File: src/design/rdss_pkg.sv
`timescale 1ns / 1ps

package rdss_pkg;

	// Width of the number that is split into digits (4..32).
	localparam int VALUE_BITS = 16;
	localparam int CNT_W      = $clog2(VALUE_BITS);

	localparam int IN_W       = 16;   // value field
	localparam int SEG_W      = 8;
	localparam int POS_W      = 4;
	localparam int RADIX_W    = 4;
	localparam int OUT_DATA_W = 16;   // segments + position, padded to bytes

	localparam int MAX_DIGITS = 16;

	localparam logic [RADIX_W-1:0] RADIX_MIN   = 4'd2;
	localparam logic [RADIX_W-1:0] RADIX_MAX   = 4'd10;
	localparam logic [RADIX_W-1:0] RADIX_RESET = 4'd10;

	// Active-low segment patterns for digits 0..9.
	function automatic logic [SEG_W-1:0] seg_of(input logic [RADIX_W-1:0] digit);
		logic [SEG_W-1:0] seg;
		unique case (digit)
			4'd0:    seg = 8'h82;
			4'd1:    seg = 8'hBB;
			4'd2:    seg = 8'h85;
			4'd3:    seg = 8'h91;
			4'd4:    seg = 8'hB8;
			4'd5:    seg = 8'hD0;
			4'd6:    seg = 8'hC0;
			4'd7:    seg = 8'h9B;
			4'd8:    seg = 8'h80;
			4'd9:    seg = 8'h90;
			default: seg = 8'h82;   // digit never exceeds radix-1
		endcase
		return seg;
	endfunction

endpackage

File: src/design/radix_digit_seven_segment_scan.sv
`timescale 1ns / 1ps

// Splits each incoming value into digits of the programmed radix (2..10),
// least significant digit first, and sends one output transfer per digit:
// the active-low seven-segment byte, the display position (0 = least
// significant) and tlast on the final digit. Zero yields a single '0' digit;
// at most 16 digits are sent per value. Each digit comes out of a bit-serial
// restoring divider that shifts the value through a VALUE_BITS-long register,
// one quotient bit per cycle. A finished digit waits until the output
// register is free, so a stalling output side slows the whole value. A
// new value is taken once the last digit of the previous one sits in the
// output register. Radix writes clamp to 2..10, are always accepted, and
// must only happen while no value is in flight.
module radix_digit_seven_segment_scan (
	input  logic                              clk,
	input  logic                              arst_n,
	// config: radix [3:0]
	input  logic                              cfg_valid,
	output logic                              cfg_ready,
	input  logic [rdss_pkg::RADIX_W-1:0]      cfg_data,
	// s_tdata: value [15:0]
	input  logic                              s_tvalid,
	output logic                              s_tready,
	input  logic [rdss_pkg::IN_W-1:0]         s_tdata,
	// m_tdata: segments [7:0], position [11:8], zero [15:12]
	output logic                              m_tvalid,
	input  logic                              m_tready,
	output logic [rdss_pkg::OUT_DATA_W-1:0]   m_tdata,
	output logic                              m_tlast
);
	import rdss_pkg::*;

	typedef enum logic [1:0] {
		IDLE,
		DIV,
		EMIT
	} state_t;

	state_t                  state_q;
	logic [RADIX_W-1:0]      radix_q;
	logic [VALUE_BITS-1:0]   num_q;     // dividend in, quotient shifts in from the bottom
	logic [RADIX_W-1:0]      rem_q;     // partial remainder, always < radix
	logic [CNT_W-1:0]        cnt_q;     // quotient bits still to produce, minus one
	logic                    nz_q;      // some quotient bit was 1
	logic [POS_W-1:0]        pos_q;
	logic                    m_tvalid_q;
	logic [OUT_DATA_W-1:0]   m_tdata_q;
	logic                    m_tlast_q;

	logic [RADIX_W:0]        rem_ext;
	logic                    q_bit;
	logic [RADIX_W:0]        rem_sub;
	logic [RADIX_W-1:0]      cfg_clamped;
	logic                    out_free;
	logic                    digit_last;

	// one restoring-division step per cycle
	assign rem_ext = {rem_q, num_q[VALUE_BITS-1]};
	assign q_bit   = (rem_ext >= {1'b0, radix_q});
	assign rem_sub = q_bit ? (rem_ext - {1'b0, radix_q}) : rem_ext;

	always_comb begin
		priority if (cfg_data < RADIX_MIN) begin
			cfg_clamped = RADIX_MIN;
		end else if (cfg_data > RADIX_MAX) begin
			cfg_clamped = RADIX_MAX;
		end else begin
			cfg_clamped = cfg_data;
		end
	end

	assign out_free   = !m_tvalid_q || m_tready;
	// quotient zero: nothing left to show; or the display row is full
	assign digit_last = !nz_q || (pos_q == POS_W'(MAX_DIGITS - 1));

	assign cfg_ready = 1'b1;
	assign s_tready  = (state_q == IDLE);
	assign m_tvalid  = m_tvalid_q;
	assign m_tdata   = m_tdata_q;
	assign m_tlast   = m_tlast_q;

	always_ff @(posedge clk or negedge arst_n) begin
		if (!arst_n) begin
			state_q    <= IDLE;
			radix_q    <= RADIX_RESET;
			m_tvalid_q <= 1'b0;
			num_q      <= '0;
			rem_q      <= '0;
			cnt_q      <= '0;
			nz_q       <= 1'b0;
			pos_q      <= '0;
			m_tdata_q  <= '0;
			m_tlast_q  <= 1'b0;
		end else begin
			if (cfg_valid && cfg_ready) begin
				radix_q <= cfg_clamped;
			end

			// in EMIT a drained output register is reloaded below
			if (m_tvalid_q && m_tready && (state_q != EMIT)) begin
				m_tvalid_q <= 1'b0;
			end

			unique case (state_q)
				IDLE: begin
					if (s_tvalid) begin
						num_q   <= VALUE_BITS'(s_tdata);
						rem_q   <= '0;
						cnt_q   <= CNT_W'(VALUE_BITS - 1);
						nz_q    <= 1'b0;
						pos_q   <= '0;
						state_q <= DIV;
					end
				end
				DIV: begin
					num_q <= {num_q[VALUE_BITS-2:0], q_bit};
					rem_q <= rem_sub[RADIX_W-1:0];
					nz_q  <= nz_q | q_bit;
					cnt_q <= cnt_q - 1'b1;
					if (cnt_q == '0) begin
						state_q <= EMIT;
					end
				end
				EMIT: begin
					if (out_free) begin
						m_tvalid_q <= 1'b1;
						m_tdata_q  <= OUT_DATA_W'({pos_q, seg_of(rem_q)});
						m_tlast_q  <= digit_last;
						if (digit_last) begin
							state_q <= IDLE;
						end else begin
							// quotient in num_q becomes the next dividend
							rem_q   <= '0;
							cnt_q   <= CNT_W'(VALUE_BITS - 1);
							nz_q    <= 1'b0;
							pos_q   <= pos_q + 1'b1;
							state_q <= DIV;
						end
					end
				end
				default: state_q <= IDLE;
			endcase
		end
	end

	// radix register never leaves the supported range
	a_radix_range: assert property (@(posedge clk) disable iff (!arst_n)
		(radix_q >= RADIX_MIN) && (radix_q <= RADIX_MAX))
		else $error("radix register out of range");

	// partial remainder stays below the divisor while dividing
	a_rem_below_radix: assert property (@(posedge clk) disable iff (!arst_n)
		(state_q == DIV) |-> (rem_q < radix_q))
		else $error("partial remainder not below radix");

	// a taken value blocks further input on the next cycle
	a_busy_after_take: assert property (@(posedge clk) disable iff (!arst_n)
		(s_tvalid && s_tready) |=> !s_tready)
		else $error("input accepted while a value is in progress");

	// a pending non-last digit means the block is still busy
	a_busy_with_digits: assert property (@(posedge clk) disable iff (!arst_n)
		(m_tvalid && !m_tlast && (state_q != IDLE)) |-> !s_tready)
		else $error("ready while digits remain");

endmodule

File: config.mk
export PLATFORM = sky130hd
export DESIGN_NAME = radix_digit_seven_segment_scan
export DESIGN_NICKNAME = d
export VERILOG_FILES = /design/src/design/rdss_pkg.sv /design/src/design/radix_digit_seven_segment_scan.sv
export SDC_FILE = /design/constraint.sdc
export NUM_CORES = 1
export LEC_CHECK = 0
export BUFFER_PORTS_ARGS = -buffer_cell sky130_fd_sc_hd__buf_4
export CORE_MARGIN = 2
export CORE_UTILIZATION = 30
export DETAILED_ROUTE_END_ITERATION = 10
export PLACE_DENSITY = 0.52
export SYNTH_ARGS = -nofsm -noshare
export SYNTH_HDL_FRONTEND = slang
export SYNTH_SLANG_ARGS = --single-unit
File: constraint.sdc
create_clock -name clk -period 4.95 [get_ports clk]
set_input_delay 1.485 -clock clk [delete_from_list [all_inputs] [get_ports clk]]
set_output_delay 1.485 -clock clk [all_outputs]
set_load 0.01 [all_outputs]
==> summary.md, run 1 <==
| Metric | Value |
|---|---|
| Fin crit share | `0.617` |
| Pre-CTS setup slack | `about 1500 ps` |
| Ys async rst share | `1.00` |
| EDFF count, synth | `0` |
| Comb power frac | `0.407` |
| Post-Synthesis Cells | `around 250` |
| Clk_lat worst skew | `300 ps` |
| Required time of the critical path | `just over 5000 ps` |
| TritonCTS clock tree | `built` |
| Fraction of final layout cells sized beyond drive strength 1 | `0.194` |
| Max-slew violation count | `0` |
| Num CTS Buffers | `5` |
| CTS Hold Buffers Added | `0` |
| Initial antenna violation count | `0` |
| Ports | `45` |
| Final setup margin | `approximately 1900 ps` |
| Status | `finished clean` |
| VDD IR max | `approximately 0.00020 V` |
| Crit. End Element | `register` |
| Remaining Overflow, GRT | `0` |
| Clk_skew | `between 5 and 6 ps` |
| Placed cells | `382` |
| Post-route insts no fill | `slightly below 400` |
| Clk sinks | `49` |
| Die area | `approximately 0.009 mm2` |
| Final hold violation count | `0` |
| Core Region | `0.00809 mm2` |
| Post-synth top area share | `0.475` |
| Antenna Nets Post-Route | `0` |
| Net Sw Frac | `0.387` |
| Layout area overhead | `17.7%` |
| CP Data Arrival Time | `~3300 ps` |
| Post-synth top area cell | `dfrtp_1` |
| Initial core utilization | `0.306` |
| Setup TNS Final | `0 ps` |
| Routed len/inst | `13.2 um` |
| Synth Flop Type | `dfrtp_1` |
| Gp weighted congestion | `0.719` |
| Pin count of the biggest net entering global routing | `50` |
| CP max FO | `21` |
| WS Path Type | `in2reg` |
| Endpoints failing setup | `0` |
| N_diodes | `0` |
| Post_cts resized | `0` |
| Detail Placement HPWL | `3.54 mm` |
| PD cells | `about 540 mW/mm2` |
| Tightest Pin Transition | `just under 900 ps` |
| Netlist cell types | `39` |
| Yosys warns | `0` |
| Row Count | `33` |
| Die extent in x | `94.9 um` |
| Clock root cell | `clkbuf_8` |
| Max-Cap Viols | `0` |
| Int Pwr | `between 0.0009 and 0.001 W` |
| Critical path startpoint category | `input pin` |
| Peak Freq | `0.327 GHz` |
| Sequential fraction of design power | `0.442` |
| IO buf count | `39` |
| Psw | `roughly 0.0006 W` |
| Final Critical Period | `3060 ps` |
| Utilization after layout | `0.360` |
| Via count | `~1900` |
| DRC | `0` |
| Vias in the first global route | `between 1500 and 2000` |
| Layout Nets | `320` |
| First-pass GRT wire length | `8.87 mm` |
| Avg Cell Area, Syn | `9.87 um2` |
| Clock power share | `0.151` |
| Yosys reg bits | `a little under 50` |
| DIE HEIGHT | `roughly 95 um` |
| Leak | `around 1.4 nW` |
| Global-route usage over all layers | `0.125` |
| Setup Buffers After CTS | `0` |
| CTS max path bufs | `2` |
| DRT iter0 DRCs | `76` |
| H-tree depth | `2` |
| Largest cells by area after synthesis | `dfrtp_1 (47%), o21ai_0 (5.9%), a22oi_1 (5.2%)` |
| Post-Route WL | `5.15 mm` |
| Drt first pass iters | `4` |
| Clk slew on worst S/H paths | `~80 ps` |
| Sequential area share after synthesis | `0.496` |
| Worst hold path class | `reg2reg` |
| RSZ-0062 raised after global routing | `no` |
| Post-Syn Area | `~0.0025 mm2` |
| Vias per cell | `~5` |
| Rel. slew slack | `0.416` |
-- area by class of cell --
cell class	instances	area, um2
Inverter	12	45.0
Fill cell	884	5180
Tap cell	105	131
Timing Repair Buffer	40	300
Sequential cell	49	1230
Multi-Input combinational cell	176	1120
Clock buffer	7	86.3
-- final timing paths --
kind	start	slack [ps]	endpoint	cells after the start
setup / recovery	m_tready	1890	cnt_q[3]	6
hold / removal	m_tdata[7]	470	m_tdata[7]	1
setup reg to reg	state_q[0]	2330	cnt_q[3]	5
hold reg to reg	m_tdata[7]	470	m_tdata[7]	1
max in group asynchronous	arst_n	3330	pos_q[1]	1
min in group asynchronous	arst_n	1190	num_q[5]	1
-- synthesized netlist by cell type (2+ instances only) --
cell and instances:
xor2_1 3, nand3b_1 2, inv_1 12, buf_4 5, dfstp_2 2, mux2i_1 3
clkbuf_1 11, a21oi_1 12, a22oi_1 17, nand3_1 3, dfrtp_1 47, nand2_1 30
o21bai_1 2, nor2b_1 9, nand2b_1 4, nor2_1 10, nor3_1 2, a211oi_1 5
a21o_1 3, conb_1 2, xnor2_1 3, ha_1 10, o31ai_1 4, mux2_2 5
or3_1 2, o21ai_0 29, a22o_1 2
-- power groups by stage --
| stage | logic, W | registers (W) | clock network [W] |
|---|---|---|---|
| final | 0.000644 | 0.000699 | 0.000238 |
| after global routing | 0.000741 | 0.000723 | 0.000267 |
| after CTS | 0.000652 | 0.000699 | 0.000252 |
| after detailed placement | 0.000653 | 0.000704 | 0 |
| after global placement | 0.000632 | 0.000705 | 0 |
| after floorplan | 0.000510 | 0.000648 | 0 |
-- state kept, by name, indices dropped and copies added, names as in the netlist --
name / flops
nz_q: 1
state_q: 2
radix_q: 4
rem_q: 4
num_q: 16
m_tdata: 12
m_tvalid: 1
m_tlast: 1
cnt_q: 4
pos_q: 4
-- cell families after synthesis --
family                     synth area share
xor gates and xnor gates             0.0212
buffers and inverters                0.0546
DFF                                   0.496
adders and majority gates            0.0586
other                               0.00303
muxes                                0.0349
and+or+nand+nor                       0.129
AOI/OAI and AO/OA                     0.203
-- critical path, cell delays in order --
cell      delay [ps]
buf_4             70
nand2b_1         200
nand2_1          460
a221o_1          590
or3_1            390
nand3_1           90
-- per-layer routing --
layer	global-route usage	part of all wire	wire length (um)	up-vias
li1	-	-	-	939
met1	0.176	0.50	2580	911
met2	0.193	0.45	2290	42
met3	0.0255	0.042	217	4
met4	0.0362	0.0097	50	0
met5	0	0	0	-
-- cells in the final DEF, fill, tap and decap left out --
| cell | count |
|---|---|
| nand2b_1 | 4 |
| nor4_1 | 1 |
| o21bai_1 | 2 |
| nor2b_1 | 9 |
| a41oi_1 | 1 |
| or3_1 | 2 |
| clkbuf_1 | 1 |
| inv_1 | 12 |
| nand3b_1 | 2 |
| a22oi_1 | 17 |
| a21o_1 | 3 |
| buf_4 | 40 |
| and2b_2 | 1 |
| conb_1 | 5 |
| o41ai_1 | 1 |
| nor3b_1 | 1 |
| nand2_1 | 30 |
| a22o_1 | 2 |
| nor2_1 | 10 |
| o21ai_0 | 29 |
| mux2i_1 | 3 |
| dfstp_2 | 2 |
| nand4_1 | 1 |
| nand3_1 | 3 |
| fa_1 | 1 |
| ha_1 | 10 |
| a2bb2oi_1 | 1 |
| clkbuf_8 | 6 |
| a21oi_1 | 12 |
| mux2_2 | 5 |
| a221o_1 | 1 |
| or2_2 | 1 |
| xor2_1 | 3 |
| nor3_1 | 2 |
| a41o_1 | 1 |
| o31ai_1 | 4 |
| dfrtp_1 | 47 |
| xnor2_1 | 3 |
| a211oi_1 | 5 |
-- per-stage QoR --
step	hold slack (ps)	area (um2)	total power (W)
floorplan	450	2490	0.00116
global placement	452	2830	0.00134
detailed placement	458	2830	0.00136
CTS	481	2920	0.00160
global route	508	2920	0.00173
finish	471	2920	0.00158
Power figures use the tool's default switching activity.
==> run 2, diff against run 1 <==
--- a/config.mk
+++ b/config.mk
@@ -5,6 +5,7 @@
 export SDC_FILE = /design/constraint.sdc
 export NUM_CORES = 1
 export LEC_CHECK = 0
+export ABC_AREA = 1
 export BUFFER_PORTS_ARGS = -buffer_cell sky130_fd_sc_hd__buf_4
 export CORE_MARGIN = 2
 export CORE_UTILIZATION = 30
==> constraint.sdc (replaced) <==
create_clock -name clk -period 3 [get_ports clk]
set_input_delay 0.9 -clock clk [delete_from_list [all_inputs] [get_ports clk]]
set_output_delay 0.9 -clock clk [all_outputs]
set_load 0.01 [all_outputs]
==> summary.md, run 2 <==
| Metric | Value |
|---|---|
| Status | `finished clean` |
| RSZ-0062 raised after global routing | `no` |
| PD cells | `just under 900 mW/mm2` |
| Initial core utilization | `0.311` |
| First-pass GRT wire length | `around 8.7 mm` |
| CP max FO | `18` |
| VDD IR max | `between 0.0002 and 0.00025 V` |
| Worst path top cell family by delay | `buffers and inverters` |
| DRT iter0 DRCs | `82` |
| Post-Route WL | `5.27 mm` |
| DRC | `0` |
| Detail Placement HPWL | `3.78 mm` |
| Routed len/inst | `11.7 um` |
| Crit. End Element | `primary output` |
| Initial antenna violation count | `0` |
| IO buf count | `39` |
| Worst hold path class | `reg2reg` |
| Peak Freq | `roughly 0.46 GHz` |
| Final Critical Period | `between 2000 and 2500 ps` |
| Clock root cell | `clkbuf_8` |
| WS Path Type | `reg2out` |
| Post-Syn Area | `between 0.002 and 0.003 mm2` |
| Ys async rst share | `1.00` |
| Max FFs per register | `16` |
| TritonCTS clock tree | `built` |
| Avg Cell Area, Syn | `~8.4 um2` |
| Post-synth top area share | `0.458` |
| DIE HEIGHT | `just under 100 um` |
| CP bufs+invs | `3` |
| Setup Buffers After CTS | `0` |
| Fraction of final layout cells sized beyond drive strength 1 | `0.209` |
| Endpoints failing setup | `0` |
| Clk_skew | `about 12 ps` |
| EDFF count, synth | `0` |
| Global-route usage over all layers | `0.120` |
| Max-slew violation count | `0` |
| Gp weighted congestion | `approximately 0.8` |
| Critical Path Max Stage Delay | `420 ps` |
| Yosys warns | `0` |
| Die extent in x | `96.5 um` |
| Multi-input logic area | `0.00116 mm2` |
| Fin crit share | `0.729` |
| Final hold violation count | `0` |
| Setup TNS Final | `0 ps` |
| Post-synth top area cell | `dfrtp_1` |
| Clk slew on worst S/H paths | `90 ps` |
| CTS max path bufs | `2` |
| Ports | `45` |
| CTS Hold Buffers Added | `0` |
| Antenna Nets Post-Route | `0` |
| Post-route insts no fill | `450` |
| Yosys reg bits | `49` |
| Routed met2 length | `2.33 mm` |
| Required time of the critical path | `roughly 2100 ps` |
| Placed cells | `approximately 440` |
| Top Metal Used | `met4` |
| Remaining Overflow, GRT | `0` |
| Netlist cell types | `32` |
| H-tree depth | `2` |
| Top-count cell post-synth | `nand2_1` |
| Sequential area share after synthesis | `0.479` |
| Synth Flop Type | `dfrtp_1` |
| Metal3 WL | `between 200 and 250 um` |
| Reg with most FFs | `num_q` |
| Critical path, cell by cell | `inv_2 -> nand2_1 -> inv_1 -> buf_4` |
| Via count | `between 2000 and 2500` |
| Largest cells by area after synthesis | `dfrtp_1 (46%), nand2_1 (12%), o21ai_0 (5.3%)` |
| M1 WL | `about 2.6 mm` |
| R2R Setup Slk | `around 1300 ps` |
| Leak | `roughly 1.5 nW` |
| Sequential Area | `0.00123 mm2` |
| CP Data Arrival Time | `between 1000 and 1500 ps` |
| Core Region | `0.00826 mm2` |
| Tightest Pin Transition | `between 600 and 700 ps` |
| Clk_lat worst skew | `300 ps` |
| Die area | `slightly above 0.009 mm2` |
| Layout area overhead | `17.3%` |
| Post_cts resized | `0` |
| Vias per cell | `4.50` |
| Clk sinks | `49` |
| Max-Cap Viols | `0` |
| Drt first pass iters | `4` |
| Pin count of the biggest net entering global routing | `50` |
| Most frequent cells in the layout | `nand2_1 (81), dfrtp_1 (47), buf_4 (39)` |
| N_diodes | `0` |
| Row Count | `33` |
| Most common library cells after synthesis | `nand2_1 (81), dfrtp_1 (47), o21ai_0 (27)` |
| Commonest non-fill, non-tap cell in the layout | `nand2_1` |
| Vias in the first global route | `approximately 1900` |
| Fillers | `910` |
| Slowest CP cell | `dfrtp_1` |
| Utilization after layout | `0.365` |
| Post-Synthesis Cells | `~300` |
| Critical path startpoint category | `register` |
| Rel. slew slack | `0.586` |
| Num CTS Buffers | `5` |
| Layout Nets | `380` |
[run 2: cell count changes after synthesis, sizes merged, moves of 5 or more]
cell / delta
nand2: +57
mux2: -5
o21ai: +22
a22oi: -16
nor2: +18
nand3: +17
a211oi: -5
a21oi: -6
nor2b: -9
inv: +17
clkbuf: -9
[run 2: report_power, final]
part / switching, W / internal (W)
logic: 0.000729 / 0.000445
registers: 0.000166 / 0.000899
clock network: 0.000217 / 0.000165
[run 2: cells by family (layout without fill, tap and decap cells)]
family | Yosys count | after routing | synth area share
buffers and inverters | 41 | 76 | 0.0736
and+or+nand+nor | 139 | 139 | 0.239
DFF | 49 | 49 | 0.479
other | 2 | 5 | 0.00293
AOI/OAI and AO/OA | 62 | 62 | 0.139
xor gates and xnor gates | 3 | 3 | 0.0102
adders and majority gates | 11 | 11 | 0.0565
[run 2: worst paths after layout]
kind	from	to	cells after the start
setup / recovery	state_q[0]	s_tready	4
hold / removal	num_q[1]	num_q[1]	2
setup reg to reg	rem_q[1]	num_q[0]	7
hold reg to reg	num_q[1]	num_q[1]	2
max in group asynchronous	arst_n	rem_q[0]	1
min in group asynchronous	arst_n	pos_q[1]	1
[run 2: worst min-delay path: stages (launching register included)]
cell and delay [ps]:
dfrtp_1 350, nand2_1 50, o21ai_0 60
[run 2: final cells by class]
class | instances | share of cell area
clock buffers | 7 | 0.0253
clock inverters | 1 | 0.00249
inverters | 29 | 0.0378
multi-input cells | 220 | 0.386
flip-flops and latches | 49 | 0.408
well taps | 105 | 0.0436
repair buffers | 39 | 0.0972
[run 2: layer usage]
| metal | GRT usage | up-vias |
|---|---|---|
| li1 | - | 1056 |
| met1 | 0.171 | 917 |
| met2 | 0.178 | 41 |
| met3 | 0.0240 | 11 |
| met4 | 0.0505 | 0 |
| met5 | 0 | - |
[run 2: per-stage QoR]
stage               hold slack [ps]  cell area [um2]  total power, W  setup WS (ps)
floorplan                       442             2580         0.00195           1360
global placement                457             2930         0.00225           1150
detailed placement              469             2930         0.00227           1120
CTS                             492             3010         0.00266            788
global route                    519             3010         0.00289            692
finish                          487             3010         0.00262            813
==> run 3, diff against run 2 <==
--- a/config.mk
+++ b/config.mk
@@ -5,12 +5,12 @@
 export SDC_FILE = /design/constraint.sdc
 export NUM_CORES = 1
 export LEC_CHECK = 0
-export ABC_AREA = 1
+export ABC_AREA = 0
 export BUFFER_PORTS_ARGS = -buffer_cell sky130_fd_sc_hd__buf_4
 export CORE_MARGIN = 2
 export CORE_UTILIZATION = 30
 export DETAILED_ROUTE_END_ITERATION = 10
-export PLACE_DENSITY = 0.52
+export PLACE_DENSITY = 0.54
 export SYNTH_ARGS = -nofsm -noshare
 export SYNTH_HDL_FRONTEND = slang
 export SYNTH_SLANG_ARGS = --single-unit
==> constraint.sdc (replaced) <==
create_clock -name clk -period 1.9 [get_ports clk]
set_input_delay 0.57 -clock clk [delete_from_list [all_inputs] [get_ports clk]]
set_output_delay 0.57 -clock clk [all_outputs]
set_load 0.01 [all_outputs]
==> summary.md, run 3 (synthesized netlist as in run 1, its figures left out) <==
| Metric | Value |
|---|---|
| Status | `finished clean` |
| Num CTS Buffers | `5` |
| Leak | `1.46 nW` |
| Crit. End Element | `register` |
| IO buf count | `39` |
| Max-slew violation count | `0` |
| Most frequent cells in the layout | `buf_4 (57), dfrtp_1 (47), nand2_1 (30)` |
| Pin count of the biggest net entering global routing | `50` |
| N_diodes | `0` |
| Vias in the first global route | `1885` |
| Clk_lat worst skew | `290 ps` |
| Final hold violation count | `0` |
| Post-Route WL | `approximately 5.2 mm` |
| DRT iter0 DRCs | `76` |
| Required time of the critical path | `between 2000 and 2500 ps` |
| Setup TNS Final | `0 ps` |
| Die extent in x | `94.9 um` |
| Clk sinks | `between 40 and 50` |
| Slowest CP cell | `dfrtp_1` |
| Gp weighted congestion | `0.720` |
| Layout Nets | `between 300 and 400` |
| Clk slew on worst S/H paths | `roughly 90 ps` |
| Detail Placement HPWL | `around 3.7 mm` |
| RSZ-0062 raised after global routing | `no` |
| Commonest non-fill, non-tap cell in the layout | `buf_4` |
| R2R depth | `8` |
| Remaining Overflow, GRT | `0` |
| Fin crit share | `0.940` |
| Clk_skew | `~4 ps` |
| Ports | `45` |
| Rel. slew slack | `0.580` |
| CP Data Arrival Time | `1970 ps` |
| Final Critical Period | `roughly 1800 ps` |
| Fraction of final layout cells sized beyond drive strength 1 | `0.252` |
| Clock root cell | `clkbuf_8` |
| Initial antenna violation count | `0` |
| Via count | `around 2000` |
| DRC | `0` |
| Tightest Pin Transition | `~630 ps` |
| Initial core utilization | `0.306` |
| Drt first pass iters | `4` |
| Global-route usage over all layers | `0.126` |
| Layout area overhead | `23.8%` |
| Max-Cap Viols | `0` |
| CTS max path bufs | `2` |
| Worst hold path class | `in2async` |
| Total power | `0.00438 W` |
| Routed len/inst | `12.9 um` |
| Fillers | `860` |
| Endpoints failing setup | `0` |
| H-tree depth | `2` |
| PD cells | `1430 mW/mm2` |
| Max FFs per register | `16` |
| Core Region | `between 0.008 and 0.009 mm2` |
| Vias per cell | `4.79` |
| Critical path startpoint category | `register` |
| Peak Freq | `around 0.56 GHz` |
| Critical path, cell by cell | `inv_2 -> ha_4 -> or2_2 -> a211oi_2 -> a21oi_1 -> buf_4 -> mux2i_1 -> a22o_1` |
| CP max FO | `7` |
| Critical Path Max Stage Delay | `roughly 380 ps` |
| VDD IR max | `between 0.0006 and 0.0007 V` |
| First-pass GRT wire length | `about 9.0 mm` |
| Row Count | `33` |
| WS Path Type | `reg2reg` |
| Die area | `~0.009 mm2` |
| Reg with most FFs | `num_q` |
| TritonCTS clock tree | `built` |
| Antenna Nets Post-Route | `0` |
| DIE HEIGHT | `94.9 um` |
## run 3: changes by cell type in the layout (fill, tap and decap cells not counted), moves of 12 or more
cell / previous run / this run
nand3_1: 19 / 3
a22oi_1: 1 / 17
nor2_1: 25 / 10
nand2_1: 81 / 30
inv_1: 23 / 11
buf_4: 39 / 57
o21ai_1: 19 / 0
## run 3: power breakdown
part	leakage, nW	internal [W]	switching (W)
logic	0.794	0.00104	0.00107
registers	0.622	0.00143	0.000249
clock network	0.0395	0.000263	0.000334
total	1.46	0.00273	0.00166
## run 3: repair_timing
item / 4_1_cts / 5_1_grt
hold buffers: 0 / 0
gates resized for setup: 0 / 5
setup buffers: 0 / 0
setup endpoints to repair: 0 / 7
## run 3: final timing paths
| kind | to | from | slack (ps) |
|---|---|---|---|
| setup / recovery | rem_q[0] | radix_q[2] | 110 |
| hold / removal | num_q[5] | arst_n | 280 |
| setup reg to reg | rem_q[0] | radix_q[2] | 110 |
| hold reg to reg | m_tdata[7] | m_tdata[7] | 480 |
| max in group asynchronous | m_tdata[5] | arst_n | 1190 |
| min in group clk | radix_q[3] | cfg_valid | 460 |
## run 3: critical path: cells and delay by family (launching register included)
family	cells	cell delay, ps
adders and majority gates	1	200
muxes	1	120
and+or+nand+nor	1	300
buffers and inverters	2	250
AOI/OAI and AO/OA	3	430
DFF	1	380
## run 3: layout make-up
cell class / instances / area (um2) / area share
Tap cell: 105 / 131 / 0.0429
Multi-Input combinational cell: 176 / 1150 / 0.376
Inverter: 12 / 45.0 / 0.0147
Clock buffer: 8 / 80.1 / 0.0261
Sequential cell: 49 / 1230 / 0.401
Timing Repair Buffer: 57 / 428 / 0.140
## run 3: through the flow
stage                      util  setup slack (ps)  cell area [um2]  hold WS [ps]  cells
after floorplan               -              45.6             2490           274    254
after global placement    0.365              93.7             2960           455    399
after detailed placement  0.365              32.9             2960           458    399
after CTS                 0.375              15.2             3040           315    407
after global routing      0.379              2.21             3070           336    407
final                     0.379               113             3070           281    407
## run 3: metal layers
layer  part of all wire  global-route usage  vias to the layer above
li1                   -                   -                      977
met1               0.52               0.184                      922
met2               0.43               0.187                       47
met3              0.046              0.0271                        5
met4             0.0084              0.0326                        0
met5                  0                   0                        -
